[config.mk]
export PLATFORM = sky130hd
export DESIGN_NAME = i2c_master_bit_engine_core
export DESIGN_NICKNAME = d
export VERILOG_FILES = /design/src/hdl/i2cmbe_pkg.sv /design/src/hdl/i2cmbe_req_stage.sv /design/src/hdl/i2cmbe_engine.sv /design/src/hdl/i2c_master_bit_engine_core.sv
export SDC_FILE = /design/constraint.sdc
export NUM_CORES = 1
export LEC_CHECK = 0
export ABC_AREA = 1
export BUFFER_PORTS_ARGS = -buffer_cell sky130_fd_sc_hd__buf_2
export CORE_MARGIN = 2
export CORE_UTILIZATION = 45
export CTS_BUF_LIST = sky130_fd_sc_hd__clkbuf_8
export CTS_CLUSTER_SIZE = 24
export DETAILED_ROUTE_END_ITERATION = 6
export PLACE_DENSITY = 0.69
export SLEW_MARGIN = 20
export SYNTH_ARGS = -nofsm -noshare
export SYNTH_HDL_FRONTEND = slang
export SYNTH_SLANG_ARGS = --single-unit
[constraint.sdc]
create_clock -name clock -period 2.5 [get_ports clock]
set_input_delay 0.25 -clock clock [delete_from_list [all_inputs] [get_ports clock]]
set_output_delay 0.25 -clock clock [all_outputs]
set_load 0.01 [all_outputs]
[src/hdl/i2cmbe_pkg.sv]
// ----------------------------------------------------------------------------
// i2cmbe_pkg
// Shared types and constants for the I2C master bit engine: command codes,
// the tick item carried from the input register and the per-tick result.
// ----------------------------------------------------------------------------
`timescale 1ns / 1ps

package i2cmbe_pkg;

   // command codes
   localparam logic [2:0] MODE_START = 3'd0;
   localparam logic [2:0] MODE_STOP  = 3'd1;
   localparam logic [2:0] MODE_WRITE = 3'd2;
   localparam logic [2:0] MODE_READ  = 3'd3;
   localparam logic [2:0] MODE_SACK  = 3'd4;
   localparam logic [2:0] MODE_RACK  = 3'd5;

   // register reset and bit constants
   localparam logic [7:0] DEFAULT_HALF  = 8'd10;
   localparam logic [7:0] MSB_MASK      = 8'h80;
   localparam logic [2:0] LAST_BIT_IDX  = 3'd7;

   // one tick item as held in the input register
   typedef struct packed {
      logic       cmd_valid;
      logic [2:0] mode;
      logic [7:0] tx_byte;
      logic       ack_to_send;
      logic       sda_in;
   } tick_item_type;

   // per-tick result
   typedef struct packed {
      logic       scl_level;
      logic       sda_level;
      logic       busy_res;
      logic       done_res;
      logic [7:0] rx_byte;
      logic       ack_received;
   } tick_result_type;

endpackage

[src/hdl/i2cmbe_req_stage.sv]
// ----------------------------------------------------------------------------
// i2cmbe_req_stage
// Input register for tick items. Holds one item and raises stall while that
// item cannot move on into the engine.
// ----------------------------------------------------------------------------
`timescale 1ns / 1ps

module i2cmbe_req_stage (
   input  logic                    clock,
   input  logic                    reset,
   input  logic                    req_valid,
   output logic                    req_stall,
   input  i2cmbe_pkg::tick_item_type req_item,
   input  logic                    sink_free,
   output logic                    item_valid,
   output logic                    item_fire,
   output i2cmbe_pkg::tick_item_type item
);
   import i2cmbe_pkg::*;

   logic          valid_ff;
   logic          valid_in;
   tick_item_type item_ff;
   logic          accept;

   // the held item moves on whenever the result side has room
   assign item_fire  = valid_ff & sink_free;
   assign req_stall  = valid_ff & ~sink_free;
   assign accept     = req_valid & ~req_stall;
   assign item_valid = valid_ff;
   assign item       = item_ff;

   // occupancy of the input register
   always_comb begin
      valid_in = valid_ff;
      if (accept) begin
         valid_in = 1'b1;
      end else if (item_fire) begin
         valid_in = 1'b0;
      end
   end

   always_ff @(posedge clock) begin
      if (reset) begin
         valid_ff <= 1'b0;
      end else begin
         valid_ff <= valid_in;
      end
   end

   // payload capture
   always_ff @(posedge clock) begin
      if (accept) begin
         item_ff <= req_item;
      end
   end

endmodule

[src/hdl/i2cmbe_engine.sv]
// ----------------------------------------------------------------------------
// i2cmbe_engine
// Bit engine state and its one-tick update: start, stop, byte write, byte
// read, ack send and ack receive pin sequences with a half-period delay.
// ----------------------------------------------------------------------------
`timescale 1ns / 1ps

module i2cmbe_engine (
   input  logic                        clock,
   input  logic                        reset,
   input  logic                        step,
   input  i2cmbe_pkg::tick_item_type   item,
   input  logic [7:0]                  half_period,
   output i2cmbe_pkg::tick_result_type result,
   output logic                        busy_state,
   output logic [2:0]                  phase_state,
   output logic [7:0]                  delay_state
);
   import i2cmbe_pkg::*;

   // sequence phases
   localparam logic [2:0] PH_IDLE = 3'd0;
   localparam logic [2:0] PH_ONE  = 3'd1;
   localparam logic [2:0] PH_TWO  = 3'd2;
   localparam logic [2:0] PH_THREE = 3'd3;

   logic [2:0] mode_ff,  mode_in;
   logic [2:0] phase_ff, phase_in;
   logic [2:0] bit_ff,   bit_in;
   logic [7:0] shift_ff, shift_in;
   logic [7:0] delay_ff, delay_in;
   logic       scl_ff,   scl_in;
   logic       sda_ff,   sda_in;
   logic       ack_ff,   ack_in;
   logic [7:0] rx_ff,    rx_in;
   logic       busy_ff,  busy_in;
   logic       done;
   logic [7:0] half_eff;
   logic [2:0] bit_next;
   logic [7:0] shift_sampled;

   // a zero half period counts as one tick
   assign half_eff = (half_period == 8'd0) ? 8'd1 : half_period;
   assign bit_next = bit_ff + 3'd1;
   assign shift_sampled = shift_ff | ((MSB_MASK >> bit_ff) & {8{item.sda_in}});

   // next state for one tick
   always_comb begin
      mode_in  = mode_ff;
      phase_in = phase_ff;
      bit_in   = bit_ff;
      shift_in = shift_ff;
      delay_in = delay_ff;
      scl_in   = scl_ff;
      sda_in   = sda_ff;
      ack_in   = ack_ff;
      rx_in    = rx_ff;
      busy_in  = busy_ff;
      done     = 1'b0;
      if (busy_ff) begin
         if (delay_ff > 8'd1) begin
            delay_in = delay_ff - 8'd1;
         end else begin
            // delay expired: take the next action of the sequence
            busy_in  = 1'b0;
            phase_in = PH_IDLE;
            delay_in = 8'd0;
            done     = 1'b1;
            unique case (mode_ff)
               MODE_START: begin
                  if (phase_ff == PH_ONE) begin
                     sda_in = 1'b0;
                     phase_in = PH_TWO;
                  end else if (phase_ff == PH_TWO) begin
                     scl_in = 1'b0;
                     phase_in = PH_THREE;
                  end
               end
               MODE_STOP: begin
                  if (phase_ff == PH_ONE) begin
                     scl_in = 1'b1;
                     phase_in = PH_TWO;
                  end else if (phase_ff == PH_TWO) begin
                     sda_in = 1'b1;
                     phase_in = PH_THREE;
                  end
               end
               MODE_WRITE, MODE_SACK: begin
                  if (phase_ff == PH_ONE) begin
                     scl_in = 1'b1;
                     phase_in = PH_TWO;
                  end else if (phase_ff == PH_TWO) begin
                     scl_in = 1'b0;
                     phase_in = PH_THREE;
                  end else if (mode_ff == MODE_SACK) begin
                     if (phase_ff == PH_THREE) begin
                        sda_in = 1'b1;
                     end
                  end else if (phase_ff == PH_THREE && bit_ff != LAST_BIT_IDX) begin
                     bit_in = bit_next;
                     sda_in = |(shift_ff & (MSB_MASK >> bit_next));
                     phase_in = PH_ONE;
                  end
               end
               MODE_READ: begin
                  if (phase_ff == PH_ONE) begin
                     scl_in = 1'b1;
                     phase_in = PH_TWO;
                  end else if (phase_ff == PH_TWO) begin
                     shift_in = shift_sampled;
                     scl_in   = 1'b0;
                     if (bit_ff == LAST_BIT_IDX) begin
                        rx_in = shift_sampled;
                     end else begin
                        bit_in = bit_next;
                        phase_in = PH_ONE;
                     end
                  end
               end
               MODE_RACK: begin
                  if (phase_ff == PH_ONE) begin
                     scl_in = 1'b1;
                     phase_in = PH_TWO;
                  end else if (phase_ff == PH_TWO) begin
                     ack_in = item.sda_in;
                     scl_in = 1'b0;
                     phase_in = PH_THREE;
                  end
               end
               default: begin
                  phase_in = PH_IDLE;
               end
            endcase
            // any new phase means a fresh delay step, not the end
            if (phase_in != PH_IDLE) begin
               busy_in  = 1'b1;
               delay_in = half_eff;
               done     = 1'b0;
            end
         end
      end else if (item.cmd_valid && item.mode <= MODE_RACK) begin
         // accept a command and drive its first pin levels
         mode_in  = item.mode;
         bit_in   = 3'd0;
         busy_in  = 1'b1;
         phase_in = PH_ONE;
         delay_in = half_eff;
         unique case (item.mode)
            MODE_START: begin
               sda_in = 1'b1;
               scl_in = 1'b1;
            end
            MODE_STOP: begin
               sda_in = 1'b0;
            end
            MODE_WRITE: begin
               shift_in = item.tx_byte;
               sda_in   = item.tx_byte[7];
            end
            MODE_READ: begin
               shift_in = 8'd0;
               sda_in   = 1'b1;
            end
            MODE_SACK: begin
               sda_in = item.ack_to_send;
            end
            default: begin
               sda_in = 1'b1;
            end
         endcase
      end
   end

   // the result carries the state after this tick
   always_comb begin
      result.scl_level    = scl_in;
      result.sda_level    = sda_in;
      result.busy_res     = busy_in;
      result.done_res     = done;
      result.rx_byte      = rx_in;
      result.ack_received = ack_in;
   end

   assign busy_state  = busy_ff;
   assign phase_state = phase_ff;
   assign delay_state = delay_ff;

   always_ff @(posedge clock) begin
      if (reset) begin
         mode_ff  <= 3'd0;
         phase_ff <= PH_IDLE;
         bit_ff   <= 3'd0;
         shift_ff <= 8'd0;
         delay_ff <= 8'd0;
         scl_ff   <= 1'b1;
         sda_ff   <= 1'b1;
         ack_ff   <= 1'b0;
         rx_ff    <= 8'd0;
         busy_ff  <= 1'b0;
      end else if (step) begin
         mode_ff  <= mode_in;
         phase_ff <= phase_in;
         bit_ff   <= bit_in;
         shift_ff <= shift_in;
         delay_ff <= delay_in;
         scl_ff   <= scl_in;
         sda_ff   <= sda_in;
         ack_ff   <= ack_in;
         rx_ff    <= rx_in;
         busy_ff  <= busy_in;
      end
   end

endmodule

[src/hdl/i2c_master_bit_engine_core.sv]
// A tick item's result is loaded into the result register as the item leaves the input register.
// One tick item per cycle while the result register is not stalled; the engine state steps once per item.
// The input register stalls only while the result register is full and stalled.
// Synchronous active-high reset: idle engine, SCL and SDA released high,
// half period back to 10 ticks, both registers empty.
// ----------------------------------------------------------------------------
// i2c_master_bit_engine_core
// I2C master bit engine: input register, tick engine, result register and
// the half-period configuration register.
// ----------------------------------------------------------------------------
`timescale 1ns / 1ps

module i2c_master_bit_engine_core (
   input  logic       clock,
   input  logic       reset,
   // tick items in
   input  logic       req_valid,
   output logic       req_stall,
   input  logic       req_cmd_valid,
   input  logic [2:0] req_mode,
   input  logic [7:0] req_tx_byte,
   input  logic       req_ack_to_send,
   input  logic       req_sda_in,
   // results out
   output logic       rsp_valid,
   input  logic       rsp_stall,
   output logic       rsp_scl_level,
   output logic       rsp_sda_level,
   output logic       rsp_busy_res,
   output logic       rsp_done_res,
   output logic [7:0] rsp_rx_byte,
   output logic       rsp_ack_received,
   // configuration
   input  logic       csr_valid,
   output logic       csr_ready,
   input  logic [7:0] csr_half_period_ticks
);
   import i2cmbe_pkg::*;

   tick_item_type   req_item;
   tick_item_type   item;
   tick_result_type result;
   tick_result_type rsp_ff;
   logic            rsp_valid_ff, rsp_valid_in;
   logic [7:0]      half_ff;
   logic            sink_free;
   logic            item_valid;
   logic            item_fire;
   logic            busy_state;
   logic [2:0]      phase_state;
   logic [7:0]      delay_state;

   assign req_item.cmd_valid   = req_cmd_valid;
   assign req_item.mode        = req_mode;
   assign req_item.tx_byte     = req_tx_byte;
   assign req_item.ack_to_send = req_ack_to_send;
   assign req_item.sda_in      = req_sda_in;

   // result register has room when empty or being drained
   assign sink_free = ~rsp_valid_ff | ~rsp_stall;

   i2cmbe_req_stage u_req_stage (
      .clock      (clock),
      .reset      (reset),
      .req_valid  (req_valid),
      .req_stall  (req_stall),
      .req_item   (req_item),
      .sink_free  (sink_free),
      .item_valid (item_valid),
      .item_fire  (item_fire),
      .item       (item)
   );

   i2cmbe_engine u_engine (
      .clock       (clock),
      .reset       (reset),
      .step        (item_fire),
      .item        (item),
      .half_period (half_ff),
      .result      (result),
      .busy_state  (busy_state),
      .phase_state (phase_state),
      .delay_state (delay_state)
   );

   // configuration register, always ready
   assign csr_ready = 1'b1;

   always_ff @(posedge clock) begin
      if (reset) begin
         half_ff <= DEFAULT_HALF;
      end else if (csr_valid && csr_ready) begin
         half_ff <= csr_half_period_ticks;
      end
   end

   // result register occupancy
   always_comb begin
      rsp_valid_in = rsp_valid_ff;
      if (item_fire) begin
         rsp_valid_in = 1'b1;
      end else if (!rsp_stall) begin
         rsp_valid_in = 1'b0;
      end
   end

   always_ff @(posedge clock) begin
      if (reset) begin
         rsp_valid_ff <= 1'b0;
      end else begin
         rsp_valid_ff <= rsp_valid_in;
      end
   end

   always_ff @(posedge clock) begin
      if (item_fire) begin
         rsp_ff <= result;
      end
   end

   assign rsp_valid        = rsp_valid_ff;
   assign rsp_scl_level    = rsp_ff.scl_level;
   assign rsp_sda_level    = rsp_ff.sda_level;
   assign rsp_busy_res     = rsp_ff.busy_res;
   assign rsp_done_res     = rsp_ff.done_res;
   assign rsp_rx_byte      = rsp_ff.rx_byte;
   assign rsp_ack_received = rsp_ff.ack_received;

   // a busy engine always has a delay step running
   a_busy_delay: assert property (@(posedge clock) disable iff (reset)
      busy_state |-> (delay_state != 8'd0))
      else $error("busy engine with no delay step");

   // idle engine sits in the idle phase, busy engine never does
   a_idle_phase: assert property (@(posedge clock) disable iff (reset)
      busy_state == (phase_state != 3'd0))
      else $error("phase and busy flag disagree");

   // a finishing tick never reports busy
   a_done_not_busy: assert property (@(posedge clock) disable iff (reset)
      (rsp_valid && rsp_done_res) |-> !rsp_busy_res)
      else $error("done reported together with busy");

   // the engine only steps on a held item
   a_fire_held: assert property (@(posedge clock) disable iff (reset)
      item_fire |-> item_valid)
      else $error("engine stepped without an item");

endmodule

==> run_results.csv <==
group,metric,value,unit
timing,worst_pin_slew,0.710,ns
timing,rsz0062_at_grt,"false",
detailed_routing,wl_per_cell,13.3,um
pwr,p_leak,1.97,nW
clock_network,path_clk_slew,0.08,ns
clock_network,clock_sinks,73,
setup_path,startpoint,"u_engine.bit_ff[0]",
placement,dpl.hpwl,6260,um
clock_network,cts_buffer_depth,2,
die,coreArea,0.00822,mm2
detailed_routing,vias,3369,
timing,skew,0.00855,ns
global_routing,grt_pass1_wl,14200,um
setup_path,critPathLaunchType,"register",
die,die_height,96.1,um
global_routing,antenna_found_initial,0,
global_routing,overflow,0,
final_layout,final_common_cell,"nand2_1",
placement,place_area,0.00411,mm2
die,initial_core_util,46.4,%
setup_path,worstSetupPathType,"reg -> reg",
yosys,synthCells,496,
timing,setup_violations,0,
detailed_routing,drt-total-wl,8610,um
final_layout,diodes,0,
die,fp-row-count,33,
setup_path,crit_arrival,2.20,ns
final_layout,nets,578,
clock_network,htree_levels,3,
die,ioPinCount,43,
yosys,synth_seq_cells,73,
timing,slew_violations,0,
hold_path,hold_depth,1,
die,die_x,96.1,um
setup_path,reg2reg_to,"rsp_busy_res",
setup_path,cp-end-kind,"register",
setup_path,r2r_slack,0.40,ns
yosys,syn_area,0.00381,mm2
clock_network,numCtsBuffers,9,
yosys,ys_seq_area_share,45.4,%
global_routing,grt_usage,20.0,%
detailed_routing,via_per_inst,5.19,
setup_path,r2r_cells,9,
yosys,syn_area_per_cell,7.69,um2
yosys,synth-warning-count,0,
final_layout,drive_above_1_share,14.9,%
clock_network,post_cts_buffers,0,
timing,timing.slew.headroom,52.6,%
detailed_routing,drtIter0Drc,131,
hold_path,holdCritPathClass,"in -> reg",
clock_network,cts_root_buffer,"clkbuf_8",
clock_network,holdBufCountCts,0,
setup_path,worstPathRequired,2.60,ns
run_status,status,"finished, final reports clean",
clock_network,cts_tree,"yes",
die,dieArea,0.00923,mm2
timing,finalSetupTns,0,ns
detailed_routing,ant_nets,0,
pwr,ir_drop,322,uV
final_layout,design_area,0.00432,mm2
run,cap_viol_max_count,0,
setup_path,worstReg2RegStart,"u_engine.bit_ff[0]",
pwr,power_density,632,mW/mm2
yosys,synthDistinctLibCells,35,
placement,place.gp.congestion,0.937,
global_routing,grt_max_degree,25,
timing,period_share,83.9,%
yosys,synth-edff-count,27,
detailed_routing,first_pass_iters,4,
detailed_routing,drc,0,
placement,io_buffers,41,
timing,fmax,477,MHz
setup_path,cp_max_fo,7,
timing,finalHoldViolations,0,
timing,period_minus_slack,2.10,ns
hold_path,min_to,"u_req_stage.item[4]",
yosys,synth_ff_type,"dfxtp_1",
clock_network,insertion_delay,0.35,ns
yosys,ys_async_sr_fraction,0,%
yosys,syn-num-nets,535,
global_routing,first_global_vias,3050,
clock_network,post_cts_resized,0,
final_layout,area.growth.synth_to_final,13.3,%
hold_path,worstHoldStart,"req_tx_byte[2]",
final_layout,layout_common_cells,"105 x nand2_1, 74 x inv_1, 49 x a21oi_1",
-- Yosys cell counts (3+ instances only) --
cell type | n | share of area [%]
ha_1 | 12 | 3.9
o21ai_0 | 46 | 6.0
nand3_1 | 32 | 4.2
nor2_1 | 39 | 3.8
a31oi_1 | 3 | 0.49
nand2_1 | 105 | 10
inv_1 | 72 | 7.1
clkbuf_1 | 8 | 0.79
dfxtp_1 | 46 | 24
nor3_1 | 4 | 0.52
edfxtp_1 | 27 | 21
o21ai_1 | 8 | 1.0
a21oi_1 | 49 | 6.4
nand4_1 | 7 | 1.1
nor2_4 | 3 | 0.89
o21ai_2 | 8 | 1.8
-- routing by layer --
| layer | global-route usage, % | vias to the layer above | wire length, um |
|---|---|---|---|
| met4 | 8.33 | 0 | 172 |
| li1 | - | 1719 | - |
| met2 | 32.4 | 112 | 4050 |
| met1 | 26.2 | 1524 | 3870 |
| met3 | 3.84 | 14 | 526 |
| met5 | 0 | - | 0 |
-- report_power, final --
part / internal (W) / total (W) / switching [W]
Combinational: 0.000135 / 0.000386 / 0.000251
Sequential: 0.00130 / 0.00134 / 0.0000405
Clock: 0.000555 / 0.000999 / 0.000445
Total: 0.00199 / 0.00273 / 0.000737
-- worst max path at each step --
stage                                    to  slack, ns  cells past startpoint
finish                         rsp_busy_res       0.40                      9
global route        u_engine.delay_state[0]       0.19                     11
CTS                       u_engine.rx_ff[1]       0.43                     11
detailed placement             rsp_busy_res       0.44                      9
global placement               rsp_busy_res       0.45                      9
floorplan                    rsp_rx_byte[7]       0.67                      9
-- cell families after synthesis --
group                      share of synthesized area, %
and+or+nand+nor                                    23.2
AOI/OAI and AO/OA                                  17.1
buffers and inverters                              9.78
DFF                                                45.4
adders and majority gates                          3.94
xor gates and xnor gates                          0.459
other                                            0.0983
-- worst max-delay path, stage by stage (launching register included) --
cell	delay, ns
dfxtp_1	0.42
ha_1	0.22
ha_1	0.22
nor2_1	0.06
nand2_1	0.06
nor2_1	0.05
nor2_1	0.16
nand3_1	0.28
o21ai_0	0.32
inv_1	0.06
-- metrics by stage --
stage | instances | hold WS, ns | total power [W] | setup slack, ns | utilization (%)
2_1_floorplan | 496 | 0.349 | 0.00163 | 0.671 | -
3_3_place_gp | 633 | 0.427 | 0.00174 | 0.450 | 50.0
3_5_place_dp | 633 | 0.429 | 0.00175 | 0.440 | 50.0
4_1_cts | 649 | 0.0550 | 0.00274 | 0.426 | 52.6
5_1_grt | 649 | 0.0548 | 0.00285 | 0.185 | 52.6
6_report | 649 | 0.0691 | 0.00273 | 0.402 | 52.6
-- sequential cells by signal, indices dropped and copies added, names as in the netlist, 2 cells and up --
register / count
half_ff: 8
u_engine.phase_state: 2
u_engine.mode_ff: 3
u_engine.rx_ff: 8
u_engine.delay_state: 8
u_engine.bit_ff: 3
u_engine.shift_ff: 8
rsp_rx_byte: 8
u_req_stage.item: 14
-- cell type report --
class	count	area, um2
fill	752	3900
sequential	73	1730
multi-input combinational	332	1710
inverter	76	285
timing repair buffer	47	250
tap	105	131
clock buffer	9	124
clock inverter	7	88.8
(Power assumes the default switching activity.)
